## src/design/its_sqrt_cell.sv

```systemverilog
// its_sqrt_cell: one digit step of the integer square root row; takes
// two radicand bits and yields one root bit. No dependencies.
module its_sqrt_cell #(
  parameter int QW = 4,
  parameter int SW = 1
) (
  input  logic                 clk,
  input  logic                 rst_n,
  input  logic                 en,
  input  logic                 vld_i,
  input  logic [QW-1:0]        rad_i,
  input  logic [QW/2+2:0]      rem_i,
  input  logic [QW/2-1:0]      root_i,
  input  logic [SW-1:0]        side_i,
  output logic                 vld_o,
  output logic [QW-1:0]        rad_o,
  output logic [QW/2+2:0]      rem_o,
  output logic [QW/2-1:0]      root_o,
  output logic [SW-1:0]        side_o
);
  localparam int RTW = QW / 2;
  localparam int RMW = RTW + 3;

  logic [RMW-1:0] rem2;
  logic [RMW-1:0] trial;
  logic           ge;
  logic           vld_r;
  logic [QW-1:0]  rad_r;
  logic [RMW-1:0] rem_r;
  logic [RTW-1:0] root_r;
  logic [SW-1:0]  side_r;

  // bring down two bits, try root*4+1
  assign rem2  = {rem_i[RMW-3:0], rad_i[QW-1 -: 2]};
  assign trial = RMW'({root_i, 2'b01});
  assign ge    = rem2 >= trial;

  always_ff @(posedge clk) begin
    if (!rst_n) begin
      vld_r <= 1'b0;
    end else if (en) begin
      vld_r <= vld_i;
    end
  end

  always_ff @(posedge clk) begin
    if (en) begin
      rad_r  <= rad_i << 2;
      rem_r  <= ge ? rem2 - trial : rem2;
      root_r <= {root_i[RTW-2:0], ge};
      side_r <= side_i;
    end
  end

  assign vld_o  = vld_r;
  assign rad_o  = rad_r;
  assign rem_o  = rem_r;
  assign root_o = root_r;
  assign side_o = side_r;
endmodule

```

## config.mk

```make
export PLATFORM = sky130hd
export DESIGN_NAME = its_sqrt_cell
export DESIGN_NICKNAME = d
export VERILOG_FILES = /design/src/design/its_sqrt_cell.sv
export SDC_FILE = /design/constraint.sdc
export NUM_CORES = 1
export LEC_CHECK = 0
export BUFFER_PORTS_ARGS = -buffer_cell sky130_fd_sc_hd__buf_2
export CAP_MARGIN = 20
export CORE_MARGIN = 2
export CORE_UTILIZATION = 32
export DETAILED_ROUTE_END_ITERATION = 10
export GPL_TIMING_DRIVEN = 0
export PLACE_DENSITY_LB_ADDON = 0.1
export SLEW_MARGIN = 20
export SYNTH_ARGS = -nofsm -noshare
export SYNTH_HDL_FRONTEND = slang
export SYNTH_SLANG_ARGS = --single-unit
export TNS_END_PERCENT = 50
```

## constraint.sdc

```tcl
create_clock -name clk -period 1.8 [get_ports clk]
set_input_delay 0.36 -clock clk [delete_from_list [all_inputs] [get_ports clk]]
set_output_delay 0.36 -clock clk [all_outputs]
set_load 0.02 [all_outputs]
```

# After elaboration in Yosys (flattened, before gate mapping)
# Cells that the tools add are included.
# classes
addsub	1
multipliers	0
div_mod_pow	0
order_cmp	1
n_eq_ne	0
shift	0
muxes	1
n_bitwise	0
n_reduce_logical	0
# op_table
cell	n
5-bit by 4-bit >= comparator with 1-bit output	1
5-bit 2-to-1 mux	1
5-bit by 4-bit subtractor with 5-bit output	1
# word_totals
regBits	11
latch_bits	0
ram_bits	0
mem_bits_ro	0
out_inout_bits	13
memories	0

# Depth between registers and ports, before layout
# logic_depth
ltp_word	2
ltp_mapped	6
mapped_depth_nobuf	6

# Worst setup path before layout
# No wires, ideal clock.
# synth_timing
path_kind	input port to flip-flop
start	input port root_i[0]
end	register rem_r[3] (netlist: rem_o[3]) (data pin)
t_arrival_ns	1.381
t_required_ns	1.545
path_slack_ns	0.164
cell_stages	5
cell_sequence	inv_1 -> ha_1 -> o21a_1 -> or4_1 -> and3_1
# synth_via
elab_chain_len	2
elab_cells_between_ends	3
classes_between	1 x add/sub; 1 x order compare; 1 x mux
# synth_rtl
element	line	text
from (decl)	13	input logic [QW/2-1:0] root_i,
5-bit by 4-bit subtractor with 5-bit output or 5-bit by 4-bit >= comparator with 1-bit output (tied branches)	49, 36	
5-bit 2-to-1 mux (*)	49	rem_r <= ge ? rem2 - trial : rem2;
to (signal assigned)	49	
to (decl)	29	logic [RMW-1:0] rem_r;
# Every way passes the cells marked *; elsewhere a longest branch is shown, timed or not.
# A chain may end at the register's enable or synchronous reset.

# Worst setup path after layout
# layout_timing
start	input port rem_i[0]
end	register rem_r[3] (netlist: rem_o[3]) (data pin)
# layout_via
elab_chain_len	2
elab_cells_between_ends	3
classes_between	1 x add/sub; 1 x order compare; 1 x mux
# layout_rtl
element	line	text
from (decl)	12	input logic [QW/2+2:0] rem_i,
5-bit by 4-bit subtractor with 5-bit output or 5-bit by 4-bit >= comparator with 1-bit output (tied branches)	49, 36	
5-bit 2-to-1 mux (*)	49	
# Marks and branches as above.

==> results.md <==
Clock network:
- The root buffer cell chosen for the clock tree is sky130_fd_sc_hd__clkbuf_4.
- The number of H-tree levels is 1.
- Buffers added to address setup during post-CTS repair amount to 0.
- For this design, the CTS-stage hold fixing added 0 buffers.
- The CTS tree is yes.
- The number of buffers created by CTS is 3.
- The buffer depth of the longest clock path is 2.
- The clock insertion delay at the later pin of the skew report is 260 ps.
- The total of cells resized after clock tree synthesis is 0.
- The count of clock tree sinks is 11.
- The clock transition at the registers of the reported paths is 60 ps.

Logic synthesis:
- By area, the combinational part of the netlist is dominated by compound AO/OA/AOI/OAI gates.
- The basic-gate share of the synthesized area counting and, or, nand and nor cells is 10.1%.
- During synthesis, Yosys emitted a total of 0 warnings.
- The synthesized design spends more area on one cell type than any other, namely sky130_fd_sc_hd__edfxtp_1.
- The share of synthesized area spent on multiplexers is 1.79%.
- The average instance in the mapped netlist occupies 12.1 sq um.
- The share of the synthesized area in compound gates (AO/OA/AOI/OAI) is 11.0%.
- The number of instances in the synthesized netlist is 46.
- The fraction of synthesized cell area taken by the top area cell type is 53.8%.
- After Yosys synthesis, XOR and XNOR cells account for 4.71% of the synthesized area.
- The adder and majority cell fraction of the synthesized area is 8.97%.
- In the post-synthesis netlist, the biggest area contributors are sky130_fd_sc_hd__edfxtp_1 54%, sky130_fd_sc_hd__ha_1 9.0%, sky130_fd_sc_hd__a21oi_1 3.6%.
- After synthesis the netlist holds a flip-flop and latch count of 11.
- Yosys mapped the design onto 20 distinct sky130hd cell types.
- Of the synthesized area, sequential elements account for 57.4%.
- The synthesized cell area is 558 sq um.

Global routing:
- The initial antenna violation count is 0.
- The global router's overall resource usage is 9.75%.
- The sum of overflow across all layers after global routing is 0.
- Entering global routing, the biggest net connects 12 pins.
- The number of global-route vias before repair is 362.
- The wire length of the first global-routing pass is 1370 microns.

Power:
- In this run, flip-flops and latches consume 50.8% of the power.
- The switching power is 169 uW.
- Summed over all cells, the static leakage comes to 0.341 nW.
- Of the total power, combinational logic draws 23.7%.
- The maximum vdd drop is 0.000312 V.
- The fraction of power consumed by the clock network is 25.5%.
- The internal power summed over all cells is 455 uW.
- In this run switching power makes up 27.1% of total power.
- The power density over the cells is 856 mW/mm^2.

Run:
- The total of max-cap violations is 0.

Detailed routing:
- The total wire length after detailed routing is 935 microns.
- The detailed-route via count is 427.
- The iteration-0 DRC count of the detailed router is 10.
- The pre-antenna-repair detailed-routing pass consisted of 3 iterations.
- The detailed-route vias per instance is 4.64.
- The post-route antenna net violation count is 0.
- The average wire length per cell after detail routing is 10.2 microns.
- The final routed DRC violation total is 0.

Timing:
- After routing, the total negative slack on setup checks comes to 0 ps.
- The final count of pins violating max slew was 0.
- The worst path needs 1530 ps of the cycle, external delays included.
- Setup violations remaining at the end of the flow were counted as 0.
- The count of final hold-check violations is 0.
- Based on the critical path, the design can be clocked at up to 652 MHz.
- Setup repair after global routing left no endpoint under its margin.
- The share of the cycle needed by the critical path after routing is 85.2%.
- The largest clock skew in the final design is 0 ps.

Min path:
- The type of the most critical hold path is in -> reg.

Final layout:
- The post-synthesis to final-layout area growth is 30.7%.
- Of the cells placed in the final design, the portion with a size suffix greater than 1 is 41.3%.
- In the final design database the tool counted 96 nets.
- The repair_antennas step left the layout with diodes totalling 0.
- Cells fill 43.2% of the core in the end.

Setup path:
- The data required time at the worst endpoint is 1820 ps.
- The kind of end point of the critical path is a register.
- The startpoint-to-endpoint class of the critical path is in -> reg.
- The highest net fanout along the worst path is 5.
- At the worst endpoint, the arrival time is 1550 ps.
- The kind of start point of the critical path is an input port.

Floorplan:
- In this run the standard cell core region covers 0.00169 sq mm.
- The height of the die is 45.8 microns.
- The floorplan step set the die width to 45.8 microns.
- The total die area is 0.00209 sq mm.
- Row generation in the floorplan step produced 15 rows.
- The initial core utilization is 33.0%.
- In this run the count of I/O pins placed on the die edge is 29.

Placement:
- The final weighted congestion in routability-driven placement is 0.803.
- The number of buffers added on ports is 24.

Run status:
- The run finished with clean final reports.
[sequential cells by signal, summed over array words and instances (netlist names)]
signal / count
vld_o: 1
rad_o: 2
rem_o: 5
side_o: 1
root_o: 2
[final cells by class]
type	count	area (sq um)
Tap cell	17	21.3
Inverter	4	15.0
Buffer	2	15.0
Sequential cell	11	320
Timing Repair Buffer	24	120
Multi-Input combinational cell	30	211
Clock buffer	4	26.3
Fill cell	180	960
[layout by cell type, fill, tap and decap left out, drive strengths merged]
cell type	Yosys	routed
a21oi	4	4
a311oi	1	1
and3	1	1
buf	2	26
clkbuf	0	4
conb	1	2
dfxtp	1	1
edfxtp	10	10
ha	4	4
inv	4	4
mux2i	1	1
nand2b	2	2
nor2	5	5
nor2b	1	1
nor3	1	1
o21a	1	1
o21ai	3	3
or4	1	1
xnor2	1	1
xor2	2	2
[synth_stat cells]
| library cell | instances |
|---|---|
| sky130_fd_sc_hd__nand2b_1 | 2 |
| sky130_fd_sc_hd__inv_1 | 4 |
| sky130_fd_sc_hd__or4_1 | 1 |
| sky130_fd_sc_hd__nor3_1 | 1 |
| sky130_fd_sc_hd__mux2i_1 | 1 |
| sky130_fd_sc_hd__and3_1 | 1 |
| sky130_fd_sc_hd__a21oi_1 | 4 |
| sky130_fd_sc_hd__xnor2_1 | 1 |
| sky130_fd_sc_hd__xor2_1 | 2 |
| sky130_fd_sc_hd__o21a_1 | 1 |
| sky130_fd_sc_hd__o21ai_2 | 1 |
| sky130_fd_sc_hd__nor2_1 | 5 |
| sky130_fd_sc_hd__dfxtp_1 | 1 |
| sky130_fd_sc_hd__edfxtp_1 | 10 |
| sky130_fd_sc_hd__buf_4 | 2 |
| sky130_fd_sc_hd__conb_1 | 1 |
| sky130_fd_sc_hd__ha_1 | 4 |
| sky130_fd_sc_hd__o21ai_0 | 2 |
| sky130_fd_sc_hd__a311oi_2 | 1 |
| sky130_fd_sc_hd__nor2b_1 | 1 |
[per-stage QoR]
stage / std cells / cell area, sq um / total power, mW / worst slack, ps / hold slack [ps]
after floorplan: 47 / 562 / 0.419 / 164 / 459
after global placement: 88 / 703 / 0.472 / -15.8 / 492
after detailed placement: 88 / 703 / 0.472 / -16.7 / 514
after CTS: 92 / 729 / 0.634 / 268 / 260
after global routing: 92 / 729 / 0.661 / 197 / 258
final: 92 / 729 / 0.624 / 266 / 272
[layer usage]
layer / part of all wire [%] / vias up / GRT usage, %
met3: 5.6 / 2 / 2.78
li1: - / 216 / -
met5: 0 / - / 0
met1: 45 / 194 / 9.65
met2: 47 / 15 / 15.5
met4: 2.0 / 0 / 10.3
[worst max-delay path, cell delays in order]
cell	delay [ps]
sky130_fd_sc_hd__buf_2	110
sky130_fd_sc_hd__ha_1	360
sky130_fd_sc_hd__o21a_1	150
sky130_fd_sc_hd__or4_1	380
sky130_fd_sc_hd__and3_1	190
[power by group through the flow]
stage | registers [mW] | logic (mW) | clock network, mW
detailed placement | 0.323 | 0.150 | 0
global placement | 0.322 | 0.149 | 0
finish | 0.317 | 0.148 | 0.159
global route | 0.319 | 0.164 | 0.178
CTS | 0.317 | 0.150 | 0.167
floorplan | 0.359 | 0.0598 | 0
[path summary, 6_finish.rpt]
| check | start | end | slack [ps] | cells after the start |
|---|---|---|---|---|
| max | rem_i[0] | rem_o[3] | 270 | 5 |
| min | rad_i[1] | rad_o[3] | 270 | 1 |
| max reg2reg | vld_o | vld_o | 1210 | 2 |
| min reg2reg | vld_o | vld_o | 520 | 2 |
[kinds of logic (layout without fill, tap and decap cells)]
logic type / count (synthesis) / in the layout
DFF: 11 / 11
other: 1 / 2
and+or+nand+nor: 11 / 11
AOI/OAI and AO/OA: 9 / 9
muxes: 1 / 1
buffers and inverters: 6 / 34
adders and majority gates: 4 / 4
xor gates and xnor gates: 3 / 3
Note: power is estimated with default switching activity, not from simulation.
