===== config.mk =====
export PLATFORM = sky130hd
export DESIGN_NAME = its_div_cell
export DESIGN_NICKNAME = d
export VERILOG_FILES = /design/src/design/its_pkg.sv /design/src/design/its_div_cell.sv
export SDC_FILE = /design/constraint.sdc
export NUM_CORES = 1
export LEC_CHECK = 0
export ABC_CLOCK_PERIOD_IN_PS = 4680
export BUFFER_PORTS_ARGS = -buffer_cell sky130_fd_sc_hd__buf_4
export CAP_MARGIN = 20
export CORE_MARGIN = 1
export CORE_UTILIZATION = 53
export CTS_BUF_LIST = sky130_fd_sc_hd__clkbuf_8
export DETAILED_ROUTE_END_ITERATION = 8
export PLACE_DENSITY = 0.83
export SETUP_SLACK_MARGIN = 0.15
export SLEW_MARGIN = 10
export SYNTH_ARGS = -nofsm -noshare
export SYNTH_HDL_FRONTEND = slang
export SYNTH_SLANG_ARGS = --single-unit

===== constraint.sdc =====
create_clock -name clk -period 4.68 [get_ports clk]
set_input_delay 0.702 -clock clk [delete_from_list [all_inputs] [get_ports clk]]
set_output_delay 0.702 -clock clk [all_outputs]
set_load 0.1 [all_outputs]

===== src/design/its_pkg.sv =====
// its_pkg: shared widths, reset values and register codes of the
// intercept time solver. No dependencies.
package its_pkg;

  // field widths of the words on the channels
  localparam int POS_W  = 32;
  localparam int TIME_W = 31;
  localparam int SPD_W  = 31;
  localparam int LIM_W  = 16;
  localparam int HIT_W  = 31;
  localparam int CFG_W  = 32;

  // digit width of one multiplier cell
  localparam int DIG = 32;

  localparam logic [HIT_W-1:0] HIT_MAX = '1;

  // register reset values
  localparam logic [SPD_W-1:0] SPD_RST = 31'd655360;
  localparam logic [LIM_W-1:0] LIM_RST = 16'd1;

  // configuration register index
  typedef enum logic [1:0] {
    CFG_LAUNCHER_X  = 2'd0,
    CFG_LAUNCHER_Y  = 2'd1,
    CFG_SHOT_SPEED  = 2'd2,
    CFG_DEGEN_LIMIT = 2'd3
  } cfg_idx_t;

endpackage


===== src/design/its_div_cell.sv =====
// its_div_cell: one restoring division step, one quotient bit per cell.
// Depends on its_pkg for the quotient width.
module its_div_cell #(
  parameter int RW = 64,
  parameter int SW = 1
) (
  input  logic                      clk,
  input  logic                      rst_n,
  input  logic                      en,
  input  logic                      vld_i,
  input  logic [RW-1:0]             n_i,
  input  logic [RW-1:0]             d_i,
  input  logic [its_pkg::HIT_W-1:0] q_i,
  input  logic [SW-1:0]             side_i,
  output logic                      vld_o,
  output logic [RW-1:0]             n_o,
  output logic [RW-1:0]             d_o,
  output logic [its_pkg::HIT_W-1:0] q_o,
  output logic [SW-1:0]             side_o
);
  localparam int QBW = its_pkg::HIT_W;

  logic           ge;
  logic           vld_r;
  logic [RW-1:0]  n_r;
  logic [RW-1:0]  d_r;
  logic [QBW-1:0] q_r;
  logic [SW-1:0]  side_r;

  // subtract the shifted divisor when it fits
  assign ge = n_i >= d_i;

  always_ff @(posedge clk) begin
    if (!rst_n) begin
      vld_r <= 1'b0;
    end else if (en) begin
      vld_r <= vld_i;
    end
  end

  always_ff @(posedge clk) begin
    if (en) begin
      n_r    <= ge ? n_i - d_i : n_i;
      d_r    <= d_i >> 1;
      q_r    <= {q_i[QBW-2:0], ge};
      side_r <= side_i;
    end
  end

  assign vld_o  = vld_r;
  assign n_o    = n_r;
  assign d_o    = d_r;
  assign q_o    = q_r;
  assign side_o = side_r;
endmodule


# Yosys cells after proc, flatten, opt, wreduce, memory -nomap -nowiden
# Cells that the tools add are included.
# totals
register_bits	160
# op_classes
order_cmp	1
n_addsub	1
n_mux	1
# op_table
operator	count
greater-or-equal comparator 64 bit	1
two-way mux 64 bit	1
subtractor 64 bit	1

# Logic depth before layout (Yosys ltp)
# Gate-level depths: netlist of the first run.
# depth
depth_word	2
mapped_depth	15
ltp_nobuf	13

# Worst setup path before layout of the first run
# OpenSTA, ideal clock, no wires.
# synth_path
kind	input port to flip-flop
startpoint	input port n_i[0]
endpoint	register n_r[10] (netlist: n_o[10]) (data pin)
path_buffers	2
setup_slack_ns	0.884
arrival_time_ns	3.533
required_ns	4.418
path_stages	14
cell_sequence	inv_1 ha_1 fa_1 and2b_1 o2111ai_2 a21boi_2 a41oi_2 o41ai_2 a211oi_2 o31ai_1 a31o_2 buf_6 buf_8 mux2_1
# synth_via
elab_chain_len	2
# synth_rtl
element	line_no	rtl
start, declared	its_div_cell.sv:11	input logic [RW-1:0] n_i,
subtractor 64 bit / greater-or-equal comparator 64 bit (equally long branches)	its_div_cell.sv:43, its_div_cell.sv:31	
two-way mux 64 bit (*)	its_div_cell.sv:43	n_r <= ge ? n_i - d_i : n_i;
end signal, assigned	its_div_cell.sv:43	
end, declared	its_div_cell.sv:25	logic [RW-1:0] n_r;
# Mark *: on every way between the ends. The rest lies on a longest branch, timed or not.
# A chain may end at the register's enable or synchronous reset.

# Worst setup path after layout of the first run
# layout_path
startpoint	input port n_i[0]
endpoint	register n_r[30] (netlist: n_o[30]) (data pin)
# Same word-level chain as after synthesis.

==> impl_metrics.tcl, run 1 <==
set metrics [dict create \
    grt_max_degree 96 \
    cp-start-kind "primary input" \
    vias 8505 \
    ff2ff_setup_slack_ns 4.05 \
    via_per_inst 5.70 \
    r2r-end "vld_o$_SDFFE_PN0P_" \
    fin_nets 1480 \
    drtIter0Drc 707 \
    min-delay-path-class "primary input to flip-flop" \
    drt_first_pass_iters 6 \
    power_switching_w 0.00227 \
    synth-edff-count 159 \
    cts_setup_buffers 0 \
    final_layout_size_suffix_gt1_share_pct 29.7 \
    p_clk_share_pct 19.4 \
    diodes 0 \
    place_ws_ns 0.0881 \
    reg2regPathDepth 2 \
    finalCritPeriodShare_pct 89.6 \
    yosys.area.top_type_share_pct 49.2 \
    path_class "primary input to flip-flop" \
    cts.path.max_buffers 2 \
    grt_pass1_wl_mm 39.6 \
    clock.fmax_mhz 238 \
    synth_commonest_cells "159 x edfxtp_1, 126 x a21oi_1, 97 x nor2_1" \
    ys_async_sr_fraction_pct 0 \
    min_path_cells 1 \
    htreeDepth 4 \
    multi_input_area_um2 4370 \
    n_fill_cell 1372 \
    slew_viol_final 0 \
    io_pins 325 \
    worst_pin_slew_ns 0.863 \
    cts_hold_buf 0 \
    setup_violations 0 \
    die_h_um 137 \
    gp_congestion 0.922 \
    syn-num-nets 1172 \
    end_kind "flip-flop" \
    synth.distinct_cells 68 \
    die_w_um 137 \
    synth_top_area_cell "edfxtp_1" \
    whs_ns 0.398 \
    dpl.hpwl_mm 20.4 \
    numPortBuffers 322 \
    dp.cells 1461 \
    ir_worst_vdd_mv 0.284 \
    yosys_most_used_dff "edfxtp_1" \
    cts_resized 0 \
    die_area_um2 18900 \
    yosysMostFrequentCell "edfxtp_1" \
    timing.rr.start "vld_o$_SDFFE_PN0P_" \
    ff_latch_area_um2 4790 \
    hold-path-endpoint "q_o[1]$_DFFE_PP_" \
    start_util_pct 54.0 \
    pwr-share-seq_pct 36.3 \
    rsz0062_at_grt "false" \
    synth_area_leaders "edfxtp_1 49%, ha_1 8.3%, a21oi_1 6.5%, nor2_1 3.8%, inv_1 3.1%" \
    clock_sinks 160 \
    clk_latency_ns 0.46 \
    worst-path-max-fanout 40 \
    overflow 0 \
    synth-warning-count 0 \
    rows 49 \
    core_area_um2 18000 \
    grt_pass1_vias 8031 \
    drcViolationCount 0 \
    skew_ns 0 \
    ys_ff_latch 160 \
    wirelength_mm 26.4 \
    hold_viol 0 \
    avgSynthCellArea_um2 10.3 \
    hp-start "q_i[0]" \
    setup_ws_ns 0.484 \
    outcome "complete, no violations" \
    syn_to_final_growth_pct 30.2 \
    clk_pin_slew_ns 0.10 \
    maxCapViolCount 0 \
    min_period_ns 4.20 \
    power_w 0.00497 \
    slew_headroom_pct 42.5 \
    crit_required_ns 4.98 \
    fin_cells 1493 \
    grt_usage_pct 27.5 \
    p_int_w 0.00270 \
    tns_ns 0 \
    antenna_found_initial 0 \
    p_per_area_nw_per_um2 393 \
    syn_area_um2 9710 \
    clock-root-buffer "clkbuf_8" \
    power_frac_comb_pct 44.3 \
    wl_per_cell_um 17.7 \
    yosysSeqAreaShare_pct 49.4 \
    ant_nets 0 \
    cts_tree "done" \
    switching_share_pct 45.7 \
    synthCells 943 \
    cts_made_buffers 17 \
    cp.arrival_ns 4.49 \
    p_leak_nw 5.64 \
]
-- logic make-up after synthesis --
group	count (synthesis)	synth area share [%]
adders and majority gates	65	8.46
buffers and inverters	122	5.63
other	1	0.0386
DFF	160	49.4
AOI/OAI and AO/OA	282	18.3
xor gates and xnor gates	59	5.32
and+or+nand+nor	241	11.3
muxes	13	1.57
-- cell type report --
type	instances	area share, %
clock inverters	15	1.01
repair buffers	332	20.0
inverters	79	2.35
clock buffers	17	1.85
flip-flops and latches	160	38.0
multi-input cells	661	34.6
well taps	229	2.27
-- registers in the layout (all words and copies together), names as in the netlist --
| register | flops |
|---|---|
| d_o | 63 |
| n_o | 64 |
| q_o | 31 |
| side_o | 1 |
| vld_o | 1 |
-- worst max-delay path, cell delays in order --
cell       delay (ns)
buf_4            0.09
inv_1            0.04
ha_1             0.21
fa_1             0.41
and2b_1          0.25
o2111ai_2        0.13
a21boi_2         0.24
a41oi_2          0.23
o41ai_2          0.59
a211oi_2         0.17
o31ai_1          0.39
a31o_4           0.24
buf_12           0.20
buf_4            0.30
nor2_1           0.08
a21oi_1          0.20
-- worst max-delay path by stage --
stage                   endpoint  slack [ns]  startpoint  cells past startpoint
3_5_place_dp   n_o[30]$_DFFE_PP_        0.09      n_i[0]                     16
3_3_place_gp    n_o[3]$_DFFE_PP_        0.17      n_i[0]                     14
6_report       n_o[30]$_DFFE_PP_        0.48      n_i[0]                     16
2_1_floorplan  n_o[10]$_DFFE_PP_        0.88      n_i[0]                     14
5_1_grt        n_o[30]$_DFFE_PP_        0.23      n_i[0]                     16
4_1_cts        n_o[30]$_DFFE_PP_        0.52      n_i[0]                     16
-- layout by cell type, fill, tap and decap left out, drive strengths merged, types with 4 or more instances in the layout --
cell | Yosys | final
nor3 | 10 | 10
nor2 | 97 | 97
nand3 | 21 | 21
a311oi | 4 | 4
and3 | 5 | 5
o31ai | 7 | 7
a221oi | 5 | 5
and2 | 4 | 4
clkbuf | 29 | 17
ha | 64 | 64
nand2b | 7 | 7
nand4 | 20 | 20
buf | 14 | 332
a21oi | 126 | 126
o21ai | 38 | 38
edfxtp | 159 | 159
nor4 | 6 | 6
a41oi | 4 | 4
a21o | 36 | 36
clkinvlp | 0 | 4
a21boi | 4 | 4
o21bai | 13 | 13
a31oi | 10 | 10
o21a | 6 | 6
xnor2 | 31 | 31
a211oi | 5 | 5
nand2 | 58 | 58
inv | 79 | 87
xor2 | 28 | 28
mux2 | 12 | 12
-- metal layers --
metal  vias up  GRT usage, %  share of wire (%)
met4         0          10.3                2.6
met3        48          5.56                8.9
met5         -             0                  0
met2       437          48.2                 49
li1       4070             -                  -
met1      3950          33.2                 39
-- per-stage QoR --
stage,utilization (%),cell area (um2)
finish,70.3,12600
detailed placement,68.3,12300
floorplan,-,9710
global route,70.3,12600
global placement,68.3,12300
CTS,70.3,12600
-- power by group through the flow --
| stage | Combinational [W] | Sequential [W] | Clock (W) |
|---|---|---|---|
| after floorplan | 0.000596 | 0.00291 | 0 |
| after global placement | 0.00216 | 0.00183 | 0 |
| after detailed placement | 0.00219 | 0.00184 | 0 |
| after CTS | 0.00220 | 0.00181 | 0.000975 |
| after global routing | 0.00231 | 0.00182 | 0.00103 |
| final | 0.00220 | 0.00180 | 0.000965 |
Power figures use the tool's default switching activity.
==> inputs of run 2 (changes only) <==
--- a/config.mk
+++ b/config.mk
@@ -5,7 +5,7 @@
 export SDC_FILE = /design/constraint.sdc
 export NUM_CORES = 1
 export LEC_CHECK = 0
-export ABC_CLOCK_PERIOD_IN_PS = 4680
+export ABC_CLOCK_PERIOD_IN_PS = 3900
 export BUFFER_PORTS_ARGS = -buffer_cell sky130_fd_sc_hd__buf_4
 export CAP_MARGIN = 20
 export CORE_MARGIN = 1
==> constraint.sdc (replaced) <==
create_clock -name clk -period 3.9 [get_ports clk]
set_input_delay 0.585 -clock clk [delete_from_list [all_inputs] [get_ports clk]]
set_output_delay 0.585 -clock clk [all_outputs]
set_load 0.1 [all_outputs]
==> run 2 against run 1 <==
Net effect: first-iteration DRC count rose by 2.1%; combinational power rose by 22%; count of clock-buffer cells in the layout did not move; clock power rose by 35%; die area did not move; sequential share of layout area fell by 0.79 points; non-clock buffer count rose by 25; core utilization rose by 1.5 points; largest cell class unchanged; largest power group unchanged; highest routed layer unchanged.
==> impl_metrics.tcl, run 2 (synthesis gave the netlist of run 1 again) <==
set metrics [dict create \
    outcome "complete, no violations" \
    worst-path-max-fanout 3 \
    drtIter0Drc 722 \
    final_core_util_pct 71.8 \
    diodes 0 \
    power_frac_comb_pct 43.8 \
    overflow 0 \
    ant_nets 0 \
    ir_worst_vdd_mv 0.323 \
    grt_pass1_vias 8176 \
    power_w 0.00615 \
    clock_sinks 160 \
    power_switching_w 0.00274 \
    place_ws_ns -0.164 \
    dp.cells 1486 \
    core_area_um2 18000 \
    min_period_ns 3.47 \
    end_kind "flip-flop" \
    rsz0062_at_grt "false" \
    crit_required_ns 4.13 \
    die_w_um 137 \
    final_common_cell "buf_4" \
    wirelength_mm 26.3 \
    largest_register_ffs 64 \
    grt_usage_pct 27.4 \
    path_class "primary input to flip-flop" \
    cts_tree "done" \
    drcViolationCount 0 \
    cts.path.max_buffers 2 \
    wl_per_cell_um 17.3 \
    htreeDepth 4 \
    syn_to_final_growth_pct 32.9 \
    rows 49 \
    numPortBuffers 322 \
    io_pins 325 \
    fin_cells 1518 \
    via_per_inst 5.67 \
    cp.arrival_ns 3.70 \
    vias 8608 \
    grt_pass1_wl_mm 39.8 \
    setup_violations 0 \
    p_clk_share_pct 21.1 \
    cts_made_buffers 17 \
    final_cell_mix "353 x buf_4, 159 x edfxtp_1, 126 x a21oi_1" \
    slew_viol_final 0 \
    dpl.hpwl_mm 20.4 \
    fin_nets 1505 \
    switching_share_pct 44.6 \
    clk_pin_slew_ns 0.10 \
    start_util_pct 54.0 \
    finalCritPeriodShare_pct 88.9 \
    gp_congestion 0.896 \
    clk_latency_ns 0.48 \
    hold_viol 0 \
    maxCapViolCount 0 \
    skew_ns 0 \
    cp-start-kind "primary input" \
    antenna_found_initial 0 \
    drt_first_pass_iters 5 \
    p_int_w 0.00341 \
    setup_ws_ns 0.431 \
    final_layout_size_suffix_gt1_share_pct 31.1 \
    slew_headroom_pct 40.5 \
    die_h_um 137 \
    clock-root-buffer "clkbuf_8" \
    min-delay-path-class "primary input to flip-flop" \
    p_per_area_nw_per_um2 477 \
    pwr-share-seq_pct 35.2 \
    clock.fmax_mhz 288 \
    die_area_um2 18900 \
    p_leak_nw 5.82 \
    grt_max_degree 96 \
    worst_pin_slew_ns 0.892 \
]
-- run 2: cell types whose count changed in the layout (fill, tap and decap cells not counted) --
cell        change
buf_4          +24
clkinvlp_4      -2
clkinv_4        +4
o41ai_2         -1
inv_6           -4
o41ai_4         +1
buf_12          +1
clkinv_8        +1
bufinv_16       +2
clkinv_2        -1
-- run 2: layer usage --
layer,global-route usage [%],up-vias,wire length (um)
li1,-,4128,-
met1,33.3,3999,10200
met2,47.8,436,13100
met3,5.11,45,2330
met4,10.9,0,625
met5,0,-,0
-- run 2: layout make-up --
cell class | instances | area [um2]
Clock buffer | 17 | 234
Fill cell | 1320 | 5060
Tap cell | 229 | 287
Timing Repair Buffer | 357 | 2720
Inverter | 79 | 297
Clock inverter | 15 | 184
Sequential cell | 160 | 4790
Multi-Input combinational cell | 661 | 4380
-- run 2: path summary, 6_finish.rpt --
kind	from	end	slack, ns	cells after the start
worst max-delay path	n_i[0]	n_o[50]$_DFFE_PP_	0.43	14
worst min-delay path	q_i[17]	q_o[18]$_DFFE_PP_	0.27	1
worst max register to register	vld_o$_SDFFE_PN0P_	vld_o$_SDFFE_PN0P_	3.30	2
worst min register to register	vld_o$_SDFFE_PN0P_	vld_o$_SDFFE_PN0P_	0.53	2
-- run 2: per-stage QoR --
stage | instance area (um2) | TNS (ns) | hold slack, ns
2_1_floorplan | 9710 | 0 | 0.684
3_3_place_gp | 12500 | -0.726 | 0.503
3_5_place_dp | 12500 | -4.59 | 0.525
4_1_cts | 12900 | 0 | 0.249
5_1_grt | 12900 | 0 | 0.242
6_report | 12900 | 0 | 0.269
-- run 2: power groups by stage --
stage / clock network, W / logic, W / registers, W
floorplan: 0 / 0.000715 / 0.00349
global placement: 0 / 0.00264 / 0.00219
detailed placement: 0 / 0.00267 / 0.00220
CTS: 0.00132 / 0.00268 / 0.00216
global route: 0.00137 / 0.00282 / 0.00218
finish: 0.00130 / 0.00269 / 0.00216
-- run 2: critical path: stages --
cell       delay (ns)
buf_4            0.08
inv_1            0.04
ha_1             0.21
fa_1             0.40
and2b_1          0.25
o2111ai_2        0.13
a21boi_2         0.21
a41oi_2          0.21
o21ai_1          0.32
a41oi_1          0.27
o31ai_1          0.35
a41oi_1          0.18
xnor2_1          0.16
mux2_1           0.29
-- run 2: timing repair --
| action | in CTS | in global routing |
|---|---|---|
| hold buffers | 0 | 0 |
| resized for setup | 0 | 1 |
| setup buffers | 0 | 0 |
| setup endpoints to repair | 0 | 15 |
